`config.mk`:
```
export PLATFORM = sky130hd
export DESIGN_NAME = quad_pd_motor_mixer_flat
export DESIGN_NICKNAME = d
export VERILOG_FILES = /design/src/rtl/qpmm_pkg.sv /design/src/rtl/qpmm_in_if.sv /design/src/rtl/qpmm_out_if.sv /design/src/rtl/quad_pd_motor_mixer.sv /design/src/rtl/qpmm_pd.sv /design/src/flat_wrapper.sv
export VERILOG_INCLUDE_DIRS = /design/src /design/src/rtl
export SDC_FILE = /design/constraint.sdc
export NUM_CORES = 2
export LEC_CHECK = 0
export ABC_AREA = 1
export BUFFER_PORTS_ARGS = -buffer_cell sky130_fd_sc_hd__buf_4
export CAP_MARGIN = 10
export CORE_ASPECT_RATIO = 0.7
export CORE_MARGIN = 8
export CORE_UTILIZATION = 58
export CTS_CLUSTER_DIAMETER = 30
export DETAILED_ROUTE_END_ITERATION = 12
export PLACE_DENSITY = 0.75
export SYNTH_ARGS = -nofsm -noshare
export SYNTH_HDL_FRONTEND = slang
export SYNTH_SLANG_ARGS = --single-unit
```
`constraint.sdc`:
```
create_clock -name clk -period 13.6 [get_ports clk]
set_input_delay 4.08 -clock clk [delete_from_list [all_inputs] [get_ports clk]]
set_output_delay 4.08 -clock clk [all_outputs]
set_load 0.03 [all_outputs]
```
`src/rtl/quad_pd_motor_mixer_macros.svh`:
```
// ----------------------------------------------------------------------------
// quad_pd_motor_mixer assertion macros
// shared forms for the concurrent checks of the motor mixer, clocked on clk
// and disabled while rst_n is low
// ----------------------------------------------------------------------------
`ifndef QUAD_PD_MOTOR_MIXER_MACROS_SVH
`define QUAD_PD_MOTOR_MIXER_MACROS_SVH

// consequent checked in the same cycle
`define QPMM_ASSERT_NOW(lbl, ante, cons, msg) \
  lbl: assert property (@(posedge clk) disable iff (!rst_n) (ante) |-> (cons)) \
    else $error(msg);

// consequent checked in the next cycle
`define QPMM_ASSERT_NEXT(lbl, ante, cons, msg) \
  lbl: assert property (@(posedge clk) disable iff (!rst_n) (ante) |=> (cons)) \
    else $error(msg);

`endif

```
`src/rtl/qpmm_pkg.sv`:
```
// ----------------------------------------------------------------------------
// qpmm_pkg
// types, widths, register codes and the pwm clamp of the motor mixer
// ----------------------------------------------------------------------------
`default_nettype none

package qpmm_pkg;

  localparam int ANGLE_W = 9;
  localparam int GYRO_W  = 16;
  localparam int STICK_W = 8;
  localparam int KGAIN_W = 10;
  localparam int SGAIN_W = 8;
  localparam int PWM_W   = 16;
  localparam int CFG_AW  = 3;
  localparam int CFG_DW  = 16;

  // pd term: 17 bit difference times 10 bit gain plus 16 bit value times gain
  localparam int PD_W    = 28;
  // centered stick times 8 bit gain
  localparam int STEER_W = 17;
  // base plus centered throttle times gain
  localparam int COMM_W  = 18;
  localparam int YAW_SH  = 4;
  // room for five signed terms of up to PD_W bits
  localparam int SUM_W   = 31;

  localparam logic [STICK_W:0] STICK_CENTRE = (STICK_W+1)'(128);
  localparam logic [PWM_W-1:0] PWM_MAX      = '1;

  typedef logic signed [ANGLE_W-1:0] angle_t;
  typedef logic signed [GYRO_W-1:0]  gyro_t;
  typedef logic [STICK_W-1:0]        stick_t;
  typedef logic [KGAIN_W-1:0]        kgain_t;
  typedef logic [SGAIN_W-1:0]        sgain_t;
  typedef logic [PWM_W-1:0]          pwm_t;
  typedef logic signed [PD_W-1:0]    pd_t;
  typedef logic signed [SUM_W-1:0]   sum_t;

  typedef enum logic [CFG_AW-1:0] {
    REG_ANGLE_KP      = 3'd0,
    REG_ANGLE_KD      = 3'd1,
    REG_RATE_KP       = 3'd2,
    REG_RATE_KD       = 3'd3,
    REG_PWM_BASE      = 3'd4,
    REG_PWM_FLOOR     = 3'd5,
    REG_THROTTLE_GAIN = 3'd6,
    REG_STEER_GAIN    = 3'd7
  } cfg_reg_t;

  // floor first, then saturate at full scale
  function automatic pwm_t clamp_pwm(input sum_t sum, input pwm_t floor_val);
    sum_t lo;
    sum_t hi;
    lo = sum_t'({1'b0, floor_val});
    hi = sum_t'({1'b0, PWM_MAX});
    if (sum < lo) begin
      return floor_val;
    end else if (sum > hi) begin
      return PWM_MAX;
    end else begin
      return sum[PWM_W-1:0];
    end
  endfunction

endpackage

`default_nettype wire

```
`src/rtl/qpmm_in_if.sv`:
```
// ----------------------------------------------------------------------------
// qpmm_in_if
// sample channel of the motor mixer: sensor values and stick bytes
// ----------------------------------------------------------------------------
`default_nettype none

interface qpmm_in_if;
  import qpmm_pkg::*;

  logic   valid;
  logic   ready;
  angle_t angle_x;
  angle_t angle_y;
  gyro_t  gyro_x;
  gyro_t  gyro_y;
  gyro_t  gyro_z;
  stick_t throttle;
  stick_t move_x;
  stick_t move_y;

  modport source (
    output valid, angle_x, angle_y, gyro_x, gyro_y, gyro_z, throttle, move_x, move_y,
    input  ready
  );

  modport sink (
    input  valid, angle_x, angle_y, gyro_x, gyro_y, gyro_z, throttle, move_x, move_y,
    output ready
  );
endinterface

`default_nettype wire

```
`src/rtl/qpmm_out_if.sv`:
```
// ----------------------------------------------------------------------------
// qpmm_out_if
// result channel of the motor mixer: four motor pwm values
// ----------------------------------------------------------------------------
`default_nettype none

interface qpmm_out_if;
  import qpmm_pkg::*;

  logic valid;
  logic ready;
  pwm_t pwm_left;
  pwm_t pwm_right;
  pwm_t pwm_front;
  pwm_t pwm_back;

  modport source (
    output valid, pwm_left, pwm_right, pwm_front, pwm_back,
    input  ready
  );

  modport sink (
    input  valid, pwm_left, pwm_right, pwm_front, pwm_back,
    output ready
  );
endinterface

`default_nettype wire

```
`src/rtl/quad_pd_motor_mixer.sv`:
```
// ----------------------------------------------------------------------------
// quad_pd_motor_mixer
// an accepted sample becomes a pwm word through the stage 1, 2 and 3 registers
// throughput: one sample per cycle while out_ch.ready does not stall the three-stage multiply/mix pipe
// reset (synchronous, rst_n low): gains, base, floor and previous samples to
// zero, pipeline empty; the previous samples advance on each accepted word
// ----------------------------------------------------------------------------
`default_nettype none

`include "quad_pd_motor_mixer_macros.svh"

module quad_pd_motor_mixer (
  input  logic                              clk,
  input  logic                              rst_n,
  qpmm_in_if.sink                           in_ch,
  qpmm_out_if.source                        out_ch,
  input  logic                              cfg_we,
  input  qpmm_pkg::cfg_reg_t                cfg_idx,
  input  logic [qpmm_pkg::CFG_DW-1:0]       cfg_wdata
);
  import qpmm_pkg::*;

  // configuration
  kgain_t angle_kp_r, angle_kd_r, rate_kp_r, rate_kd_r;
  pwm_t   pwm_base_r, pwm_floor_r;
  sgain_t throttle_gain_r, steer_gain_r;

  always_ff @(posedge clk) begin
    if (!rst_n) begin
      angle_kp_r      <= '0;
      angle_kd_r      <= '0;
      rate_kp_r       <= '0;
      rate_kd_r       <= '0;
      pwm_base_r      <= '0;
      pwm_floor_r     <= '0;
      throttle_gain_r <= '0;
      steer_gain_r    <= '0;
    end else if (cfg_we) begin
      case (cfg_idx)
        REG_ANGLE_KP:      angle_kp_r      <= cfg_wdata[KGAIN_W-1:0];
        REG_ANGLE_KD:      angle_kd_r      <= cfg_wdata[KGAIN_W-1:0];
        REG_RATE_KP:       rate_kp_r       <= cfg_wdata[KGAIN_W-1:0];
        REG_RATE_KD:       rate_kd_r       <= cfg_wdata[KGAIN_W-1:0];
        REG_PWM_BASE:      pwm_base_r      <= cfg_wdata[PWM_W-1:0];
        REG_PWM_FLOOR:     pwm_floor_r     <= cfg_wdata[PWM_W-1:0];
        REG_THROTTLE_GAIN: throttle_gain_r <= cfg_wdata[SGAIN_W-1:0];
        REG_STEER_GAIN:    steer_gain_r    <= cfg_wdata[SGAIN_W-1:0];
        default: ;
      endcase
    end
  end

  // pipeline flow: a stage loads when it is empty or its content moves on
  logic s1_vld_r, s2_vld_r, out_vld_r;
  logic out_en, s2_en, s1_en, in_acc;

  assign out_en = !out_vld_r || out_ch.ready;
  assign s2_en  = !s2_vld_r || out_en;
  assign s1_en  = !s1_vld_r || s2_en;
  assign in_acc = in_ch.valid && s1_en;

  assign in_ch.ready  = s1_en;
  assign out_ch.valid = out_vld_r;

  always_ff @(posedge clk) begin
    if (!rst_n) begin
      s1_vld_r  <= 1'b0;
      s2_vld_r  <= 1'b0;
      out_vld_r <= 1'b0;
    end else begin
      if (s1_en) begin
        s1_vld_r <= in_ch.valid;
      end
      if (s2_en) begin
        s2_vld_r <= s1_vld_r;
      end
      if (out_en) begin
        out_vld_r <= s2_vld_r;
      end
    end
  end

  // previous samples, advanced on every accepted word
  angle_t prev_ax_r, prev_ay_r;
  gyro_t  prev_gx_r, prev_gy_r;

  always_ff @(posedge clk) begin
    if (!rst_n) begin
      prev_ax_r <= '0;
      prev_ay_r <= '0;
      prev_gx_r <= '0;
      prev_gy_r <= '0;
    end else if (in_acc) begin
      prev_ax_r <= in_ch.angle_x;
      prev_ay_r <= in_ch.angle_y;
      prev_gx_r <= in_ch.gyro_x;
      prev_gy_r <= in_ch.gyro_y;
    end
  end

  // stage 1: register sample, differences and centered sticks
  gyro_t                    ax_s1_r, ay_s1_r, gx_s1_r, gy_s1_r, gz_s1_r;
  logic signed [GYRO_W:0]   dax_s1_r, day_s1_r, dgx_s1_r, dgy_s1_r;
  logic signed [STICK_W:0]  thr_s1_r, mx_s1_r, my_s1_r;

  always_ff @(posedge clk) begin
    if (in_acc) begin
      ax_s1_r  <= GYRO_W'(in_ch.angle_x);
      ay_s1_r  <= GYRO_W'(in_ch.angle_y);
      gx_s1_r  <= in_ch.gyro_x;
      gy_s1_r  <= in_ch.gyro_y;
      gz_s1_r  <= in_ch.gyro_z;
      dax_s1_r <= (GYRO_W+1)'(prev_ax_r) - (GYRO_W+1)'(in_ch.angle_x);
      day_s1_r <= (GYRO_W+1)'(prev_ay_r) - (GYRO_W+1)'(in_ch.angle_y);
      dgx_s1_r <= (GYRO_W+1)'(prev_gx_r) - (GYRO_W+1)'(in_ch.gyro_x);
      dgy_s1_r <= (GYRO_W+1)'(prev_gy_r) - (GYRO_W+1)'(in_ch.gyro_y);
      thr_s1_r <= $signed({1'b0, in_ch.throttle} - STICK_CENTRE);
      mx_s1_r  <= $signed({1'b0, in_ch.move_x} - STICK_CENTRE);
      my_s1_r  <= $signed({1'b0, in_ch.move_y} - STICK_CENTRE);
    end
  end

  // stage 2: products
  pd_t pax_s2_r, pay_s2_r, pgx_s2_r, pgy_s2_r;

  qpmm_pd u_pd_ax (
    .clk(clk), .en(s2_en), .cur(ax_s1_r), .diff(dax_s1_r),
    .kp(angle_kp_r), .kd(angle_kd_r), .term_r(pax_s2_r)
  );
  qpmm_pd u_pd_ay (
    .clk(clk), .en(s2_en), .cur(ay_s1_r), .diff(day_s1_r),
    .kp(angle_kp_r), .kd(angle_kd_r), .term_r(pay_s2_r)
  );
  qpmm_pd u_pd_gx (
    .clk(clk), .en(s2_en), .cur(gx_s1_r), .diff(dgx_s1_r),
    .kp(rate_kp_r), .kd(rate_kd_r), .term_r(pgx_s2_r)
  );
  qpmm_pd u_pd_gy (
    .clk(clk), .en(s2_en), .cur(gy_s1_r), .diff(dgy_s1_r),
    .kp(rate_kp_r), .kd(rate_kd_r), .term_r(pgy_s2_r)
  );

  logic signed [COMM_W-1:0]  common_s2_r, common_nxt;
  logic signed [STEER_W-1:0] sx_s2_r, sy_s2_r, sx_nxt, sy_nxt;
  gyro_t                     gz_s2_r;

  assign common_nxt = COMM_W'($signed({1'b0, pwm_base_r}))
                    + COMM_W'(thr_s1_r) * COMM_W'($signed({1'b0, throttle_gain_r}));
  assign sx_nxt = STEER_W'(mx_s1_r) * STEER_W'($signed({1'b0, steer_gain_r}));
  assign sy_nxt = STEER_W'(my_s1_r) * STEER_W'($signed({1'b0, steer_gain_r}));

  always_ff @(posedge clk) begin
    if (s2_en) begin
      common_s2_r <= common_nxt;
      sx_s2_r     <= sx_nxt;
      sy_s2_r     <= sy_nxt;
      gz_s2_r     <= gz_s1_r;
    end
  end

  // stage 3: plus-frame mix and clamp
  sum_t comm_e, sx_e, sy_e, yaw_e, ax_e, ay_e, gx_e, gy_e;
  sum_t left_sum, right_sum, front_sum, back_sum;
  pwm_t pwm_left_r, pwm_right_r, pwm_front_r, pwm_back_r;

  assign comm_e = SUM_W'(common_s2_r);
  assign sx_e   = SUM_W'(sx_s2_r);
  assign sy_e   = SUM_W'(sy_s2_r);
  assign yaw_e  = SUM_W'(gz_s2_r) <<< YAW_SH;
  assign ax_e   = SUM_W'(pax_s2_r);
  assign ay_e   = SUM_W'(pay_s2_r);
  assign gx_e   = SUM_W'(pgx_s2_r);
  assign gy_e   = SUM_W'(pgy_s2_r);

  assign left_sum  = comm_e + sx_e - ax_e - gx_e - yaw_e;
  assign right_sum = comm_e - sx_e + ax_e + gx_e - yaw_e;
  assign front_sum = comm_e - sy_e - ay_e + gy_e + yaw_e;
  assign back_sum  = comm_e + sy_e + ay_e - gy_e + yaw_e;

  always_ff @(posedge clk) begin
    if (out_en) begin
      pwm_left_r  <= clamp_pwm(left_sum, pwm_floor_r);
      pwm_right_r <= clamp_pwm(right_sum, pwm_floor_r);
      pwm_front_r <= clamp_pwm(front_sum, pwm_floor_r);
      pwm_back_r  <= clamp_pwm(back_sum, pwm_floor_r);
    end
  end

  assign out_ch.pwm_left  = pwm_left_r;
  assign out_ch.pwm_right = pwm_right_r;
  assign out_ch.pwm_front = pwm_front_r;
  assign out_ch.pwm_back  = pwm_back_r;

  // checks
  `QPMM_ASSERT_NEXT(a_acc_fills_s1, in_ch.valid && in_ch.ready, s1_vld_r, "accepted word not in stage 1")
  `QPMM_ASSERT_NEXT(a_stall_holds, out_vld_r && !out_ch.ready && s2_vld_r, out_vld_r && s2_vld_r, "word lost in stall")
  `QPMM_ASSERT_NOW(a_out_drop, $fell(out_vld_r), $past(out_ch.ready), "result dropped without handshake")

endmodule

`default_nettype wire

```
`src/rtl/qpmm_pd.sv`:
```
// ----------------------------------------------------------------------------
// qpmm_pd
// one registered pd term: value*kp + (previous - value)*kd
// ----------------------------------------------------------------------------
`default_nettype none

module qpmm_pd (
  input  logic                         clk,
  input  logic                         en,
  input  qpmm_pkg::gyro_t              cur,
  input  logic signed [qpmm_pkg::GYRO_W:0] diff,
  input  qpmm_pkg::kgain_t             kp,
  input  qpmm_pkg::kgain_t             kd,
  output qpmm_pkg::pd_t                term_r
);
  import qpmm_pkg::*;

  pd_t cur_ext;
  pd_t diff_ext;
  pd_t kp_ext;
  pd_t kd_ext;
  pd_t term_nxt;

  assign cur_ext  = PD_W'(cur);
  assign diff_ext = PD_W'(diff);
  assign kp_ext   = PD_W'($signed({1'b0, kp}));
  assign kd_ext   = PD_W'($signed({1'b0, kd}));
  assign term_nxt = cur_ext * kp_ext + diff_ext * kd_ext;

  always_ff @(posedge clk) begin
    if (en) begin
      term_r <= term_nxt;
    end
  end

endmodule

`default_nettype wire

```
`src/flat_wrapper.sv`:
```
// flat-port wrapper written by rule: the top's interface ports become plain ports
module quad_pd_motor_mixer_flat import qpmm_pkg::*;
  (clk, rst_n, cfg_we, cfg_idx, cfg_wdata, in_ch_valid, in_ch_angle_x, in_ch_angle_y, in_ch_gyro_x, in_ch_gyro_y, in_ch_gyro_z, in_ch_throttle, in_ch_move_x, in_ch_move_y, in_ch_ready, out_ch_valid, out_ch_pwm_left, out_ch_pwm_right, out_ch_pwm_front, out_ch_pwm_back, out_ch_ready);
  qpmm_in_if in_ch_i ();
  qpmm_out_if out_ch_i ();
  input  logic clk;
  input  logic rst_n;
  input  logic cfg_we;
  input  qpmm_pkg::cfg_reg_t cfg_idx;
  input  logic [qpmm_pkg::CFG_DW-1:0] cfg_wdata;
  input wire logic [$bits(in_ch_i.valid)-1:0] in_ch_valid;
  input wire logic [$bits(in_ch_i.angle_x)-1:0] in_ch_angle_x;
  input wire logic [$bits(in_ch_i.angle_y)-1:0] in_ch_angle_y;
  input wire logic [$bits(in_ch_i.gyro_x)-1:0] in_ch_gyro_x;
  input wire logic [$bits(in_ch_i.gyro_y)-1:0] in_ch_gyro_y;
  input wire logic [$bits(in_ch_i.gyro_z)-1:0] in_ch_gyro_z;
  input wire logic [$bits(in_ch_i.throttle)-1:0] in_ch_throttle;
  input wire logic [$bits(in_ch_i.move_x)-1:0] in_ch_move_x;
  input wire logic [$bits(in_ch_i.move_y)-1:0] in_ch_move_y;
  output wire logic [$bits(in_ch_i.ready)-1:0] in_ch_ready;
  output wire logic [$bits(out_ch_i.valid)-1:0] out_ch_valid;
  output wire logic [$bits(out_ch_i.pwm_left)-1:0] out_ch_pwm_left;
  output wire logic [$bits(out_ch_i.pwm_right)-1:0] out_ch_pwm_right;
  output wire logic [$bits(out_ch_i.pwm_front)-1:0] out_ch_pwm_front;
  output wire logic [$bits(out_ch_i.pwm_back)-1:0] out_ch_pwm_back;
  input wire logic [$bits(out_ch_i.ready)-1:0] out_ch_ready;
  assign in_ch_i.valid = in_ch_valid;
  assign in_ch_i.angle_x = in_ch_angle_x;
  assign in_ch_i.angle_y = in_ch_angle_y;
  assign in_ch_i.gyro_x = in_ch_gyro_x;
  assign in_ch_i.gyro_y = in_ch_gyro_y;
  assign in_ch_i.gyro_z = in_ch_gyro_z;
  assign in_ch_i.throttle = in_ch_throttle;
  assign in_ch_i.move_x = in_ch_move_x;
  assign in_ch_i.move_y = in_ch_move_y;
  assign in_ch_ready = in_ch_i.ready;
  assign out_ch_valid = out_ch_i.valid;
  assign out_ch_pwm_left = out_ch_i.pwm_left;
  assign out_ch_pwm_right = out_ch_i.pwm_right;
  assign out_ch_pwm_front = out_ch_i.pwm_front;
  assign out_ch_pwm_back = out_ch_i.pwm_back;
  assign out_ch_i.ready = out_ch_ready;
  quad_pd_motor_mixer u_core (.clk(clk), .rst_n(rst_n), .in_ch(in_ch_i), .out_ch(out_ch_i), .cfg_we(cfg_we), .cfg_idx(cfg_idx), .cfg_wdata(cfg_wdata));
endmodule
```
==> impl_results.md <==
- GP Congestion: 1.067
- Share of cells above drive strength 1: 0.04406
- Drt drc: 0
- Slew @ Worst Pin: 1210 ps
- Crit end category: flip-flop
- Vias/cell: 5.457
- Critical path buffers and inverters: 7
- Post-synthesis simple-gate area fraction: 0.1642
- Mapped Area: 91230 µm²
- DRT Pass-1 Iters: 7
- Worst-skew pair later-pin latency: 770 ps
- Max-slew violations: 0
- Post-synthesis mux area share: 0
- Fillers: 13580
- Postcts setup bufs: 0
- Syn nets: 14060
- Number of synthesized register bits: 529
- Setup-failing EPs final: 0
- Final min period: 10190 ps
- Hold WC Path Type: flip-flop to flip-flop
- CTS Hold Bufs: 0
- Worst-path clk slew: 60 ps
- Post-DP Area: 94180 µm²
- Post-synthesis sequential area ratio: 0.1587
- Post-synth EDFFs: 388
- Antenna-violating nets left: 0
- HPWL after detailed placement: 239500 µm
- Rows: 121
- Xor-xnor portion of the synthesized cell area: 0.04608
- Clock net sink count: 529
- Tcrit/Tclk final: 0.7490
- Post-synth top flop: edfxtp_1
- CP startpoint kind: flip-flop
- First-pass GRT wire length: 439100 µm
- Routed WL: 284800 µm
- Largest net degree at the start of global routing: 123
- Synth Warn #: 0
- Largest family of logic cells by synthesized area: adder cells
- Core Box Area: 155800 µm²
- Nets@finish: 14060
- Area of the multi-input gates: 63870 µm²
- Synth Area in Compound Gates: 0.06910
- Die Span Y: 347.8 µm
- Final Cell Area: 98250 µm²
- H-Tree Depth: 3
- Max cap viols: 0
- Grt ovf: 0
- Cell family with most CP delay: adder cells
- Post-synth ARST share: 0
- Sum Neg Setup Slack: 0 ps
- Port-buffer cells: 179
- CTS Buf Count: 117
- Vias in the first global route: 74850
- Post-cts resize count: 0
- Area occupied by registers: 14480 µm²
- Post-synthesis instance total: 11650
- Hold Vio Cnt, Final: 0
- Antenna violations before repair: 17
- Req. time, crit path: 14080 ps
- Initial Utilization: 0.5856
- P&R area growth vs syn: 7.691%
- Commonest cells after routing, fill and taps aside: 3056 x inv_1, 2855 x nand2_1, 1288 x fa_1, 1007 x ha_1, 606 x a21oi_1
- Worst-path cell with the longest stage delay: xnor2_1
- Status: complete, no violations
- Top Ports: 180
- DRT iter0 DRCs: 8323
- Routed WL per cell: 20.55 µm
- Slew margin rel.: 0.1935
- Most frequent cell on the critical path: fa_1
- Syn_area_per_cell: 7.833 µm²
- Crit path DAT: 10670 ps
- CTS root buf: clkbuf_16
- Unrepaired setup endpoints after global routing: no
- Skew final: 44.37 ps
- CP Class: flip-flop to flip-flop
- Adder-Cell Fraction of Synth Area: 0.4207
- Synth unique cells: 52
- CTS tree: yes
- Max Clock Freq: 98.17 MHz
- Crit Path Max Fanout: 20
- DR vias: 75610
- Die ar.: 170400 µm²
- Overall Global Routing Usage: 0.3303
- Commonest non-fill, non-tap cell in the layout: inv_1
- Die X: 490.0 µm
- Clock Tree Buf Depth: 3
- Max stage delay on crit path: 840 ps
-- cell families (layout without fill, tap and decap cells) --
| kind of cell | after synthesis | count (layout) |
|---|---|---|
| compound gates | 1168 | 1168 |
| xor+xnor | 480 | 480 |
| fa+ha+maj | 2295 | 2295 |
| buf+inv | 3414 | 3525 |
| flops | 529 | 529 |
| other cells | 0 | 7 |
| simple gates | 3761 | 3761 |
-- layer usage --
layer,global-route usage,part of all wire
met1,0.4986,0.45
met2,0.4598,0.39
met3,0.09271,0.12
met5,0,0.00035
met4,0.09651,0.034
-- registers in the layout, summed over array words and instances (netlist names), 16 cells and up --
register / cells
u_core.gy_s1_r: 16
u_core.out_ch.pwm_left: 16
u_core.u_pd_gx.term_r: 28
u_core.gx_s1_r: 16
u_core.u_pd_ax.term_r: 28
u_core.pwm_floor_r: 16
u_core.out_ch.pwm_back: 16
u_core.sy_s2_r: 17
u_core.out_ch.pwm_right: 16
u_core.u_pd_ay.term_r: 28
u_core.out_ch.pwm_front: 16
u_core.gz_s2_r: 16
u_core.gz_s1_r: 16
u_core.common_s2_r: 18
u_core.dgy_s1_r: 17
u_core.prev_gy_r: 16
u_core.prev_gx_r: 16
u_core.dgx_s1_r: 17
u_core.sx_s2_r: 17
u_core.pwm_base_r: 16
u_core.u_pd_gy.term_r: 28
-- layout make-up --
class                   count  share of cell area
diodes                      7           0.0001783
clock buffers             124             0.03049
clock inverters            98             0.01065
inverters                3091              0.1183
multi-input cells        7704              0.6501
flip-flops and latches    529              0.1474
well taps                2091             0.02663
repair buffers            212             0.01624
-- final timing paths --
check / from / end / slack (ps) / cells past startpoint
min reg2reg: u_core.gz_s1_r[15] / u_core.gz_s2_r[15] / 410 / 0
min: u_core.gz_s1_r[15] / u_core.gz_s2_r[15] / 410 / 0
max: u_core.rate_kp_r[8] / u_core.u_pd_gx.term_r[24] / 3410 / 34
max reg2reg: u_core.rate_kp_r[8] / u_core.u_pd_gx.term_r[24] / 3410 / 34
-- per-stage QoR --
stage / setup slack, ps / hold slack, ps / std cells / util
floorplan: 2326 / 400.3 / 11650 / -
finish: 3414 / 414.7 / 13860 / 0.6306
detailed placement: 3822 / 405.4 / 13630 / 0.6045
CTS: 3775 / 413.5 / 13850 / 0.6305
global placement: 4049 / 405.2 / 13630 / 0.6045
global route: 3080 / 419.4 / 13850 / 0.6306
-- Yosys cell counts, types with 7 or more instances --
cell / n / area share
buf_1: 57 / 0.0023
inv_2: 24 / 0.00099
xnor2_1: 171 / 0.016
a21oi_1: 606 / 0.033
and2_1: 11 / 0.00075
nand2_2: 17 / 0.0012
o21a_1: 15 / 0.0012
nand4_1: 52 / 0.0036
nand2_1: 2856 / 0.12
clkinv_1: 7 / 0.00029
a21o_1: 25 / 0.0021
edfxtp_1: 388 / 0.13
inv_1: 3058 / 0.13
nand3b_1: 22 / 0.0018
o31ai_1: 16 / 0.0013
o21ai_0: 366 / 0.020
o21ai_1: 7 / 0.00038
ha_1: 1007 / 0.14
nor3_2: 8 / 0.00088
o21bai_1: 32 / 0.0026
dfxtp_1: 141 / 0.031
clkbuf_1: 250 / 0.010
fa_1: 1288 / 0.28
a21boi_0: 17 / 0.0014
a31oi_1: 32 / 0.0022
a211oi_1: 7 / 0.00058
nand3_1: 242 / 0.013
nor2_2: 14 / 0.00096
o211ai_1: 22 / 0.0018
nor3_1: 47 / 0.0026
xor2_1: 309 / 0.030
nor4_1: 22 / 0.0015
nor2_1: 456 / 0.019
Power is not shown: default switching activity piles up to over one toggle a cycle in this logic, so the estimate is an artifact.
